`src/design/hpack_pkg.sv`:
```
package hpack_pkg;

  localparam logic [2:0] CMD_INDEXED      = 3'd0;
  localparam logic [2:0] CMD_SIZE_UPDATE  = 3'd1;
  localparam logic [2:0] CMD_LITERAL      = 3'd2;
  localparam logic [2:0] CMD_NAME_INDEX   = 3'd3;
  localparam logic [2:0] CMD_STRING_LEN   = 3'd4;
  localparam logic [2:0] CMD_STRING_BYTE  = 3'd5;

  localparam logic [1:0] KIND_INCREMENTAL = 2'd0;
  localparam logic [1:0] KIND_NO_INDEX    = 2'd1;
  localparam logic [1:0] KIND_NEVER_INDEX = 2'd2;

  localparam logic [7:0] MASK_7BIT        = 8'h7f;
  localparam logic [7:0] MASK_5BIT        = 8'h1f;
  localparam logic [7:0] MASK_4BIT        = 8'h0f;

  localparam logic [7:0] TOP_INDEXED      = 8'h80;
  localparam logic [7:0] TOP_SIZE_UPDATE  = 8'h20;
  localparam logic [7:0] TOP_NONE         = 8'h00;

  localparam logic [7:0] TYPE_INCREMENTAL = 8'h40;
  localparam logic [7:0] TYPE_NO_INDEX    = 8'h00;
  localparam logic [7:0] TYPE_NEVER_INDEX = 8'h10;

  localparam logic [7:0] CONT_BIT         = 8'h80;

  // one classified request: leading octet, and the prefix-integer tail if any
  typedef struct packed {
    logic [7:0]  first_octet;
    logic        more;
    logic [31:0] rem;
  } hpack_entry_t;

  typedef struct packed {
    logic empty;
    logic full;
  } hpack_q_status_t;

endpackage

```
`src/design/hpack_front.sv`:
```
module hpack_front (
  input  logic [2:0]          cmd,
  input  logic [31:0]         value,
  input  logic [1:0]          literal_kind,
  input  logic [7:0]          data_byte,
  output logic                entry_valid,
  output hpack_pkg::hpack_entry_t entry
);

  logic [7:0] mask;
  logic [7:0] top;
  logic       is_int;
  logic       over;

  always_comb begin
    mask        = hpack_pkg::MASK_7BIT;
    top         = hpack_pkg::TOP_NONE;
    is_int      = 1'b0;
    entry_valid = 1'b1;
    unique case (cmd)
      hpack_pkg::CMD_INDEXED: begin
        mask   = hpack_pkg::MASK_7BIT;
        top    = hpack_pkg::TOP_INDEXED;
        is_int = 1'b1;
      end
      hpack_pkg::CMD_SIZE_UPDATE: begin
        mask   = hpack_pkg::MASK_5BIT;
        top    = hpack_pkg::TOP_SIZE_UPDATE;
        is_int = 1'b1;
      end
      hpack_pkg::CMD_NAME_INDEX: begin
        mask   = hpack_pkg::MASK_4BIT;
        is_int = 1'b1;
      end
      hpack_pkg::CMD_STRING_LEN: begin
        mask   = hpack_pkg::MASK_7BIT;
        is_int = 1'b1;
      end
      hpack_pkg::CMD_LITERAL, hpack_pkg::CMD_STRING_BYTE: begin
      end
      default: entry_valid = 1'b0;
    endcase
  end

  assign over = (value >= {24'd0, mask});

  always_comb begin
    entry.rem  = value - {24'd0, mask};
    entry.more = is_int & over;
    if (is_int) begin
      entry.first_octet = top | (over ? mask : value[7:0]);
    end else if (cmd == hpack_pkg::CMD_LITERAL) begin
      priority if (literal_kind == hpack_pkg::KIND_INCREMENTAL) begin
        entry.first_octet = hpack_pkg::TYPE_INCREMENTAL;
      end else if (literal_kind == hpack_pkg::KIND_NEVER_INDEX) begin
        entry.first_octet = hpack_pkg::TYPE_NEVER_INDEX;
      end else begin
        // no-index kind and the unused code both give the plain type octet
        entry.first_octet = hpack_pkg::TYPE_NO_INDEX;
      end
    end else begin
      entry.first_octet = data_byte;
    end
  end

endmodule

```
`src/design/hpack_queue.sv`:
```
module hpack_queue #(
  parameter int DEPTH = 2
) (
  input  logic                    clk,
  input  logic                    rst_n,
  input  logic                    push,
  input  hpack_pkg::hpack_entry_t push_data,
  input  logic                    pop,
  output hpack_pkg::hpack_entry_t pop_data,
  output hpack_pkg::hpack_q_status_t status
);

  localparam int PW = (DEPTH > 1) ? $clog2(DEPTH) : 1;
  localparam int CW = $clog2(DEPTH + 1);
  localparam logic [PW-1:0] LAST_IDX = PW'(DEPTH - 1);
  localparam logic [CW-1:0] FULL_CNT = CW'(DEPTH);

  hpack_pkg::hpack_entry_t mem_r [DEPTH];
  logic [PW-1:0] wr_ptr_r, wr_ptr_nxt;
  logic [PW-1:0] rd_ptr_r, rd_ptr_nxt;
  logic [CW-1:0] count_r, count_nxt;
  logic          do_push, do_pop;

  assign status.empty = (count_r == '0);
  assign status.full  = (count_r == FULL_CNT);
  assign do_push      = push & ~status.full;
  assign do_pop       = pop & ~status.empty;
  assign pop_data     = mem_r[rd_ptr_r];

  always_comb begin
    wr_ptr_nxt = wr_ptr_r;
    rd_ptr_nxt = rd_ptr_r;
    count_nxt  = count_r;
    if (do_push) begin
      wr_ptr_nxt = (wr_ptr_r == LAST_IDX) ? '0 : wr_ptr_r + PW'(1);
    end
    if (do_pop) begin
      rd_ptr_nxt = (rd_ptr_r == LAST_IDX) ? '0 : rd_ptr_r + PW'(1);
    end
    if (do_push && !do_pop) begin
      count_nxt = count_r + CW'(1);
    end else if (do_pop && !do_push) begin
      count_nxt = count_r - CW'(1);
    end
  end

  always_ff @(posedge clk) begin
    if (!rst_n) begin
      wr_ptr_r <= '0;
      rd_ptr_r <= '0;
      count_r  <= '0;
    end else begin
      wr_ptr_r <= wr_ptr_nxt;
      rd_ptr_r <= rd_ptr_nxt;
      count_r  <= count_nxt;
    end
  end

  always_ff @(posedge clk) begin
    if (do_push) begin
      mem_r[wr_ptr_r] <= push_data;
    end
  end

endmodule

```
`src/design/hpack_back.sv`:
```
module hpack_back (
  input  logic                    clk,
  input  logic                    rst_n,
  input  logic                    q_avail,
  input  hpack_pkg::hpack_entry_t q_data,
  output logic                    q_pop,
  output logic                    out_valid,
  output logic [7:0]              out_byte,
  output logic                    out_last
);

  logic        active_r, active_nxt;
  logic        tail_r, tail_nxt;
  logic        more_r, more_nxt;
  logic [7:0]  first_r, first_nxt;
  logic [31:0] rem_r, rem_nxt;
  logic        rem_small;
  logic        done;

  assign rem_small = (rem_r[31:7] == '0);

  always_comb begin
    if (tail_r) begin
      out_byte = rem_small ? rem_r[7:0] : (hpack_pkg::CONT_BIT | {1'b0, rem_r[6:0]});
      out_last = rem_small;
    end else begin
      out_byte = first_r;
      out_last = ~more_r;
    end
  end

  assign out_valid = active_r;
  assign done      = active_r & out_last;
  assign q_pop     = (~active_r | done) & q_avail;

  always_comb begin
    active_nxt = active_r;
    tail_nxt   = tail_r;
    more_nxt   = more_r;
    first_nxt  = first_r;
    rem_nxt    = rem_r;
    if (!active_r || done) begin
      active_nxt = q_avail;
      tail_nxt   = 1'b0;
      more_nxt   = q_data.more;
      first_nxt  = q_data.first_octet;
      rem_nxt    = q_data.rem;
    end else if (!tail_r) begin
      tail_nxt = 1'b1;
    end else begin
      rem_nxt = {7'd0, rem_r[31:7]};
    end
  end

  always_ff @(posedge clk) begin
    if (!rst_n) begin
      active_r <= 1'b0;
      tail_r   <= 1'b0;
    end else begin
      active_r <= active_nxt;
      tail_r   <= tail_nxt;
    end
  end

  always_ff @(posedge clk) begin
    more_r  <= more_nxt;
    first_r <= first_nxt;
    rem_r   <= rem_nxt;
  end

endmodule

```
`src/design/hpack_header_field_encoder_core.sv`:
```
// HPACK header field encoder.
// Input: one command per request, taken at a clock edge with start high and
// busy low (in_cmd, in_value, in_literal_kind, in_data_byte). Commands are
// indexed field, table size update, literal start, name index, string
// length and string byte; codes 6 and 7 are dropped without output.
// Output: one octet per cycle on out_byte with out_valid high for that cycle;
// out_last marks the final octet of a request. The receiver cannot stall,
// so octets are never held back.
// A front stage classifies the request and works out the leading octet and
// the prefix-integer remainder; a queue of QUEUE_DEPTH entries holds
// classified requests; the back end walks the 7-bit groups.
// A request accepted into an empty block passes the queue and is loaded into
// the back-end registers before its first octet appears. A literal or
// string-byte request gives one octet, an integer request 1 to 6 octets.
// busy is high while the queue is full.
// Reset (rst_n low, synchronous) empties the queue and idles the back end.
module hpack_header_field_encoder_core #(
  parameter int QUEUE_DEPTH = 2
) (
  input  logic        clk,
  input  logic        rst_n,
  input  logic        start,
  output logic        busy,
  input  logic [2:0]  in_cmd,
  input  logic [31:0] in_value,
  input  logic [1:0]  in_literal_kind,
  input  logic [7:0]  in_data_byte,
  output logic        out_valid,
  output logic [7:0]  out_byte,
  output logic        out_last
);

  hpack_pkg::hpack_entry_t    fe_entry;
  hpack_pkg::hpack_entry_t    q_head;
  hpack_pkg::hpack_q_status_t q_status;
  logic                       fe_valid;
  logic                       q_pop;
  logic                       accept;

  assign busy   = q_status.full;
  assign accept = start & ~busy;

  hpack_front u_front (
    .cmd          (in_cmd),
    .value        (in_value),
    .literal_kind (in_literal_kind),
    .data_byte    (in_data_byte),
    .entry_valid  (fe_valid),
    .entry        (fe_entry)
  );

  hpack_queue #(
    .DEPTH (QUEUE_DEPTH)
  ) u_queue (
    .clk       (clk),
    .rst_n     (rst_n),
    .push      (accept & fe_valid),
    .push_data (fe_entry),
    .pop       (q_pop),
    .pop_data  (q_head),
    .status    (q_status)
  );

  hpack_back u_back (
    .clk       (clk),
    .rst_n     (rst_n),
    .q_avail   (~q_status.empty),
    .q_data    (q_head),
    .q_pop     (q_pop),
    .out_valid (out_valid),
    .out_byte  (out_byte),
    .out_last  (out_last)
  );

  // octets of one request come out back to back
  a_contiguous: assert property (@(posedge clk) disable iff (!rst_n)
    out_valid && !out_last |=> out_valid)
    else $error("gap inside a request's octets");

  // a queued request starts right after the previous one ends
  a_next_start: assert property (@(posedge clk) disable iff (!rst_n)
    out_valid && out_last && !q_status.empty |=> out_valid)
    else $error("back end idled with a queued request");

  // an accepted request into an idle, empty block reaches the output after the queue and the back-end registers
  a_latency: assert property (@(posedge clk) disable iff (!rst_n)
    accept && fe_valid && q_status.empty && !out_valid |-> ##2 out_valid)
    else $error("first octet late");

endmodule
```
`config.mk`:
```
export PLATFORM = sky130hd
export DESIGN_NAME = hpack_header_field_encoder_core
export DESIGN_NICKNAME = d
export VERILOG_FILES = /design/src/design/hpack_pkg.sv /design/src/design/hpack_front.sv /design/src/design/hpack_queue.sv /design/src/design/hpack_back.sv /design/src/design/hpack_header_field_encoder_core.sv
export SDC_FILE = /design/constraint.sdc
export NUM_CORES = 1
export LEC_CHECK = 0
export BUFFER_PORTS_ARGS = -buffer_cell sky130_fd_sc_hd__buf_2
export CAP_MARGIN = 10
export CORE_MARGIN = 1
export CORE_UTILIZATION = 40
export CTS_BUF_LIST = sky130_fd_sc_hd__clkbuf_4 sky130_fd_sc_hd__clkbuf_8 sky130_fd_sc_hd__clkbuf_16
export CTS_CLUSTER_DIAMETER = 50
export CTS_CLUSTER_SIZE = 28
export DETAILED_ROUTE_END_ITERATION = 10
export PLACE_DENSITY = 0.56
export SLEW_MARGIN = 0
export SYNTH_ARGS = -nofsm -noshare
export SYNTH_HDL_FRONTEND = slang
export SYNTH_SLANG_ARGS = --single-unit
```
`constraint.sdc`:
```
create_clock -name clk -period 9.3 [get_ports clk]
set_input_delay 0.93 -clock clk [delete_from_list [all_inputs] [get_ports clk]]
set_output_delay 0.93 -clock clk [all_outputs]
set_load 0.02 [all_outputs]
```
==> results.cfg, run 1 <==
[worst_setup_path]
startpoint_type = primary input
cp_max_fo = 9
cp_top_family = simple AND/OR/NAND/NOR gates
path_class = in2reg
worstSetupEndpointType = flip-flop
max_stage_delay_ps = 990
crit_chain = buf_2, nor2b_1, and2_1, ha_1, and3_1, a31oi_1, o21ai_1, nor3_1, nand4_1, xnor2_1
critPathSlowestCell = nor3_1
critical_path.startpoint = in_cmd[0]
critPathRequiredTime_ps = 9460
setup.worst_path.end = u_queue.mem_r[0][27]
worstSetupPathDepth = 10
crit_arrival_ps = 3850
regToRegSetupSlack_ps = 6250
worst-r2r-cell-count = 10
crit_buf_inv = 1
r2r_start = u_back.tail_r
r2r-end = u_queue.count_r[1]

[sta]
post-route-period-util = 0.397
tns_ps = 0
slew_viol_final = 0
finalClockSkew_ps = 6.58
tightest_slew_ps = 1170
hold_viol = 0
setup_violations = 0
layout_min_cycle_time_ps = 3700
rsz0062_at_grt = false
maxSlewHeadroom = 0.211
fmax_mhz = 271

[global_route]
grt_overflow = 0
grt_pass1_wl_mm = 18.6
grt_use_total = 0.175
grt_max_degree = 60
antenna_found_initial = 0
grt_pass1_vias = 3577

[synth]
synth_area_per_cell_sq_um = 13.6
seq_area_frac_synth = 0.666
ys_types = 46
syn_area_sq_um = 5760
yosys-top-cells-area = edfxtp_1, mux2i_1, nor2_1
ys_top_cells_by_count = edfxtp_1, nor2_1, mux2i_1
synth.most_common_cell = edfxtp_1
ys_warn_count = 0
synth_edf_count = 123
ys.flop_type = edfxtp_1
yosys_register_bits = 130
synthCells = 422
synth_top_area_cell = edfxtp_1
synth_top_area_share = 0.641
synth_nets = 475
synthArstFlopShare = 0

[placed_design]
dpl.hpwl_mm = 7.67
gp_congestion = 0.880
io_buffers = 58
dp.cells = 646
placed_area_sq_um = 6240

[route]
avgViaCountPerCell = 5.11
first_iter_violations = 129
drtPass1Iterations = 4
route.vias.total = 3466
ant_nets = 0
wl_per_cell_microns = 17.2
totalWireLength_mm = 11.7
drc = 0

[clock_tree]
cts_resized = 0
numCtsBuffers = 17
clk_pin_slew_worst_paths_ps = 60
cts.sinks = 130
cts_hold_buf = 0
root_buffer = clkbuf_16
clock_latency_ps = 410
cts.htree.levels = 4
clk_path_buf_depth = 2
cts_tree = done
post_cts_buffers = 0

[die]
core_area_sq_um = 14000
start_util = 0.412
ios = 59
die_h_microns = 122
die_area_sq_um = 14900
num_rows = 43
fp.dieW_microns = 122

[finish]
instances_no_fill = 678
fin_nets = 538
final_cell_area_sq_um = 6840
num_antenna_cells = 0
areaGrowthSynthToFinish_pct = 18.7
drive_gt1_frac = 0.241

[power]
powerDensity_nw_per_um2 = 282
p_leak_nw = 2.45
ir_drop_mv = 0.129

[hold_path]
holdCritPathClass = reg2reg

[flow_run]
maxCapViolCount = 0

[status]
status = completed
## how the worst min path moves through the flow
stage | from | slack (ps) | cells after the start | end
floorplan | u_queue.count_r[1] | 490 | 2 | u_queue.count_r[1]
global placement | u_back.out_valid | 470 | 2 | u_back.tail_r
detailed placement | u_back.out_valid | 480 | 2 | u_back.tail_r
CTS | u_back.out_valid | 490 | 2 | u_back.tail_r
global route | u_back.out_valid | 520 | 2 | u_back.tail_r
finish | u_back.out_valid | 480 | 2 | u_back.tail_r
## where the power goes
part	internal [W]	leakage (nW)	switching, W	total [W]
Sequential	0.000829	1.24	0.0000643	0.000893
Combinational	0.000145	0.927	0.000228	0.000373
Clock	0.000418	0.284	0.000244	0.000662
## cells by family after synthesis
family,count (synthesis),share of synthesized area
fa+ha+maj,5,0.0109
xor+xnor,31,0.0471
compound gates,55,0.0582
flops,130,0.666
mux,50,0.0906
simple gates,127,0.111
buf+inv,24,0.0161
## cells in the final DEF (no fill, tap or decap), types with 6 or more instances in the layout
cell / instances
and2_1: 9
nor4_1: 9
buf_2: 58
nor2_1: 50
edfxtp_1: 123
xnor2_1: 14
nand3_1: 6
xor2_1: 17
mux2i_1: 33
mux2_2: 17
clkbuf_16: 17
nor3_1: 13
or3_1: 6
dfxtp_1: 6
nand2_1: 12
clkinv_2: 6
a21oi_1: 30
## through the flow
stage / setup WS, ps / utilization / hold WS, ps / power (W)
3_3_place_gp: 5300 / 0.446 / 469 / 0.00128
4_1_cts: 5620 / 0.489 / 488 / 0.00195
3_5_place_dp: 5190 / 0.446 / 478 / 0.00128
6_report: 5600 / 0.489 / 478 / 0.00193
5_1_grt: 5350 / 0.489 / 521 / 0.00202
2_1_floorplan: 5230 / - / 487 / 0.00115
## layer usage
layer  up-vias  part of all wire  global-route usage
met3        17             0.024              0.0365
li1       1715                 -                   -
met5         -                 0                   0
met4         0             0.020              0.0903
met2        54              0.51               0.298
met1      1680              0.44               0.206
## sequential cells by signal, summed over array words and instances, names as in the netlist, named ones only
register          flops
u_queue.mem_r        82
u_back.first_r        8
u_back.more_r         1
u_back.tail_r         1
u_queue.wr_ptr_r      1
u_back.out_valid      1
u_back.rem_r         32
u_queue.rd_ptr_r      1
u_queue.count_r       2
## worst reg2reg max path, cell delays in order (launching register included)
cell and delay [ps]:
dfxtp_1 630, nor4b_1 370, nand4_1 140, nor3_1 360
or2_2 210, nor2_1 160, clkinv_1 100, o21ai_0 140
ha_1 370, or3_1 340, a21boi_0 150
## final cells by class
class	count	area (sq um)
fill	1245	7150
sequential	130	3830
tap	180	225
inverter	6	22.5
timing repair buffer	62	320
clock buffer	17	425
multi-input combinational	268	1840
clock inverter	15	168
No activity file was read; power rests on OpenSTA's default activity.
==> run 2, diff against run 1 <==
Settings changed: PLACE_DENSITY 0.56 to 0.58.
Clock period 9.3 ns to 3.03 ns, I/O delays scaled along.
==> results.cfg, run 2 (synthesis results as in run 1) <==
[status]
status = completed

[route]
wl_met3_microns = 428
route.vias.total = 3613
drc = 0
avgViaCountPerCell = 5.21
first_iter_violations = 192
totalWireLength_mm = 12.0
met1_length_mm = 5.02
drtPass1Iterations = 5
ant_nets = 0
route.met2.wl_mm = 6.35
highest_layer = met4
wl_per_cell_microns = 17.3

[placed_design]
dp.cells = 661
dpl.hpwl_mm = 8.35
gp_congestion = 0.890
io_buffers = 58
pre_cts_ws_ps = -39.2

[finish]
areaGrowthSynthToFinish_pct = 21.2
drive_gt1_frac = 0.265
num_antenna_cells = 0
mostFrequentLayoutCell = edfxtp_1
final_cell_mix = edfxtp_1, buf_2, nor2_1
regMostFlops = u_queue.mem_r
reg_top3 = u_queue.mem_r (82), u_back.rem_r (32), u_back.first_r (8)
largest_reg_flops = 82
fin_nets = 553
instances_no_fill = 693

[sta]
tns_ps = 0
slew_viol_final = 0
setup_slack_ps = 364
finalClockSkew_ps = 5.50
fmax_mhz = 375
layout_min_cycle_time_ps = 2670
maxSlewHeadroom = 0.550
hold_viol = 0
setup_violations = 0
post-route-period-util = 0.880
rsz0062_at_grt = false
tightest_slew_ps = 675

[die]
start_util = 0.412
core_area_sq_um = 14000
die_area_sq_um = 14900
ios = 59
die_h_microns = 122
num_rows = 43
fp.dieW_microns = 122

[worst_setup_path]
max_stage_delay_ps = 440
crit_chain = nor4b_1, nand4_1, nor3_2, or2_2, nor2_1, clkinv_1, o21ai_0, ha_1, xor2_1, or3_1, a21boi_0
startpoint_type = flip-flop
critPathRequiredTime_ps = 3360
path_class = reg2reg
crit_arrival_ps = 3000
worstSetupEndpointType = flip-flop
crit_buf_inv = 1
critPathSlowestCell = nor4b_1
cp_top_family = simple AND/OR/NAND/NOR gates
cp_max_fo = 3

[hold_path]
holdCritPathClass = in2reg

[clock_tree]
cts.sinks = 130
clk_pin_slew_worst_paths_ps = 50
numCtsBuffers = 17
clk_path_buf_depth = 2
cts.htree.levels = 4
clock_latency_ps = 410
cts_tree = done
cts_hold_buf = 0
root_buffer = clkbuf_16

[global_route]
grt_overflow = 0
grt_use_total = 0.175
grt_pass1_wl_mm = 18.8
antenna_found_initial = 0
grt_max_degree = 60
grt_pass1_vias = 3634

[power]
p_leak_nw = 2.55
powerDensity_nw_per_um2 = 852
ir_drop_mv = 0.457

[flow_run]
maxCapViolCount = 0
## run 2: path summary, 6_finish.rpt
| path | start | to | slack [ps] | cells after the start |
|---|---|---|---|---|
| min | rst_n | u_back.out_valid | 180 | 2 |
| max reg2reg | u_back.rem_r[30] | u_queue.count_r[1] | 360 | 11 |
| min reg2reg | u_back.out_valid | u_back.tail_r | 470 | 2 |
| max | u_back.rem_r[30] | u_queue.count_r[1] | 360 | 11 |
## run 2: layout make-up
cell class	instances	area (sq um)
clock inverters	12	140
repair buffers	77	458
inverters	6	22.5
fillers	1223	7010
well taps	180	225
multi-input cells	268	1850
flip-flops and latches	130	3830
clock buffers	20	448
## run 2: timing repair
action                     in CTS  in global routing
buffers inserted                0                  0
setup endpoints to repair       0                  1
gates resized for setup         0                  1
## run 2: through the flow
stage / power, W / util / instance area [sq um] / hold WS [ps]
after floorplan: 0.00353 / - / 5790 / 420
after global routing: 0.00624 / 0.499 / 6980 / 172
after global placement: 0.00395 / 0.457 / 6390 / 473
after detailed placement: 0.00399 / 0.457 / 6390 / 474
after CTS: 0.00602 / 0.499 / 6980 / 160
final: 0.00595 / 0.499 / 6980 / 175
## run 2: metal layers
metal / vias to the layer above / global-route usage
met5: - / 0
met4: 0 / 0.0748
met3: 14 / 0.0356
met2: 80 / 0.309
met1: 1765 / 0.206
li1: 1754 / -
## run 2: worst reg2reg max path, cell delays in order (launching register included)
cell and delay [ps]:
edfxtp_1 380, nor4b_1 440, nand4_1 170, nor3_2 290, or2_2 180, nor2_1 60
clkinv_1 50, o21ai_0 130, ha_1 250, xor2_1 150, or3_1 300, a21boi_0 190
## run 2: report_power, final
group / switching [W] / leakage (nW) / internal, W
registers: 0.000241 / 1.24 / 0.00254
clock network: 0.000713 / 0.295 / 0.00131
logic: 0.000671 / 1.01 / 0.000474
==> run 3, diff against run 2 <==
Settings changed: ABC_AREA set to 1.
==> results.cfg, run 3 <==
[sta]
tns_ps = 0
maxSlewHeadroom = 0.605
post-route-period-util = 0.773
setup_slack_ps = 688
setup_violations = 0
tightest_slew_ps = 593
layout_min_cycle_time_ps = 2340
rsz0062_at_grt = false
slew_viol_final = 0
hold_viol = 0
fmax_mhz = 427
finalClockSkew_ps = 6.38

[power]
pwr-share-comb = 0.255
powerDensity_nw_per_um2 = 858
clkPwrFrac = 0.324
p_int_w = 0.00451
switchingPower_w = 0.00191
netSwitchingFraction = 0.297
ir_drop_mv = 0.435
power.share.sequential = 0.422
p_leak_nw = 3.06

[clock_tree]
numCtsBuffers = 17
cts_tree = done
root_buffer = clkbuf_16
post_cts_buffers = 0
cts_resized = 0
clock_latency_ps = 410
clk_path_buf_depth = 2
clk_pin_slew_worst_paths_ps = 60
cts_hold_buf = 0
cts.htree.levels = 4
cts.sinks = 130

[worst_setup_path]
startpoint_type = flip-flop
crit_chain = inv_1, nand2_1, nor2_1, nand2_1, nor2_1, nand2_1, nand3_2, nand2_1, ha_1, a21oi_1, o21ai_0, o21ai_0, a21oi_1
crit_path_frequent_cell = nand2_1
cp_top_family = simple AND/OR/NAND/NOR gates
critPathSlowestCell = edfxtp_1
max_stage_delay_ps = 370
crit_buf_inv = 1
worstSetupEndpointType = flip-flop
cp_max_fo = 11
path_class = reg2reg
critPathRequiredTime_ps = 3330
crit_arrival_ps = 2640

[placed_design]
gp_congestion = 0.801
pre_cts_ws_ps = 661
io_buffers = 58
dpl.hpwl_mm = 9.12

[synth]
ys_warn_count = 0
yosys.area_share.simple = 0.179
yosys-top-cells-area = edfxtp_1, nand2_1, mux2_2
ys.flop_type = edfxtp_1
synth_area_per_cell_sq_um = 10.9
synth-xor-area-share = 0.0345
synthCells = 577
synth_mux_area_frac = 0.0732
synth_nets = 630
syn_area_sq_um = 6310
synth_top_area_cell = edfxtp_1
synth_compound_area_frac = 0.0381
synth_edf_count = 123
ys_types = 34
yosys_register_bits = 130
seq_area_frac_synth = 0.608
synth.most_common_cell = nand2_1
synth_top_area_share = 0.585
synth_top_family_by_area = simple AND/OR/NAND/NOR gates
synthArstFlopShare = 0
synth_adder_area_share = 0.00992
ys_top_cells_by_count = nand2_1, edfxtp_1, inv_1

[route]
wl_per_cell_microns = 14.6
wl_met3_microns = 504
totalWireLength_mm = 12.7
ant_nets = 0
met1_length_mm = 5.98
route.met2.wl_mm = 6.07
avgViaCountPerCell = 4.67
drc = 0
drtPass1Iterations = 4
route.vias.total = 4074
first_iter_violations = 277
highest_layer = met4

[finish]
multiInputGateArea_sq_um = 2120
largest_reg_flops = 82
regMostFlops = u_queue.mem_r
fin_nets = 701
mostFrequentLayoutCell = nand2_1
register_area_sq_um = 3830
num_antenna_cells = 0
final_cell_mix = nand2_1, edfxtp_1, inv_1
reg_top3 = u_queue.mem_r (82), u_back.rem_r (32), u_back.first_r (8)
areaGrowthSynthToFinish_pct = 18.7
nFillCells = 1405
drive_gt1_frac = 0.266

[global_route]
grt_pass1_wl_mm = 20.7
antenna_found_initial = 0
grt_max_degree = 57
grt_pass1_vias = 4099
grt_use_total = 0.171
grt_overflow = 0

[die]
num_rows = 45
ios = 59
core_area_sq_um = 15300
fp.dieW_microns = 128
die_area_sq_um = 16300
start_util = 0.412
die_h_microns = 128

[status]
status = completed

[flow_run]
maxCapViolCount = 0

[hold_path]
holdCritPathClass = in2reg
## run 3: kinds of logic (layout without fill, tap and decap cells)
kind of cell | Yosys count | after routing
adder cells (fa/ha/maj) | 5 | 5
buffers and inverters | 89 | 173
XOR/XNOR | 24 | 24
flip-flops | 130 | 130
AO/OA/AOI/OAI | 44 | 44
multiplexers | 41 | 41
AND/OR/NAND/NOR | 244 | 244
## run 3: final timing paths
path	cells past startpoint	endpoint	start	slack, ps
hold reg to reg	2	u_queue.rd_ptr_r	u_queue.rd_ptr_r	520
hold / removal	3	u_queue.count_r[0]	rst_n	180
setup / recovery	13	u_queue.count_r[1]	u_back.rem_r[8]	690
setup reg to reg	13	u_queue.count_r[1]	u_back.rem_r[8]	690
## run 3: stage by stage
step / std cells / hold WS (ps) / util / power [W] / area [sq um]
global placement: 840 / 477 / 0.448 / 0.00436 / 6860
global route: 872 / 184 / 0.489 / 0.00676 / 7490
floorplan: 577 / 435 / - / 0.00391 / 6310
detailed placement: 840 / 491 / 0.448 / 0.00439 / 6860
finish: 872 / 181 / 0.489 / 0.00642 / 7490
CTS: 872 / 165 / 0.489 / 0.00648 / 7490
## run 3: layout make-up
| type | instances | area share |
|---|---|---|
| flip-flops and latches | 130 | 0.512 |
| multi-input cells | 358 | 0.284 |
| clock buffers | 23 | 0.0723 |
| repair buffers | 64 | 0.0464 |
| inverters | 77 | 0.0386 |
| well taps | 211 | 0.0353 |
| clock inverters | 9 | 0.0119 |
## run 3: worst min-delay path, stage by stage
cell and delay [ps]:
buf_2 130, o21ai_0 80, a21oi_1 40
## run 3: power by group through the flow
stage	registers, W	logic, W	clock network, W
after CTS	0.00272	0.00165	0.00211
after floorplan	0.00272	0.00119	0
after global placement	0.00274	0.00163	0
after detailed placement	0.00275	0.00164	0
final	0.00271	0.00164	0.00208
after global routing	0.00275	0.00182	0.00219
## run 3: routing by layer
metal,global-route usage,up-vias
met1,0.224,1906
met3,0.0406,11
met4,0.0595,0
met5,0,-
met2,0.277,79
li1,-,2078
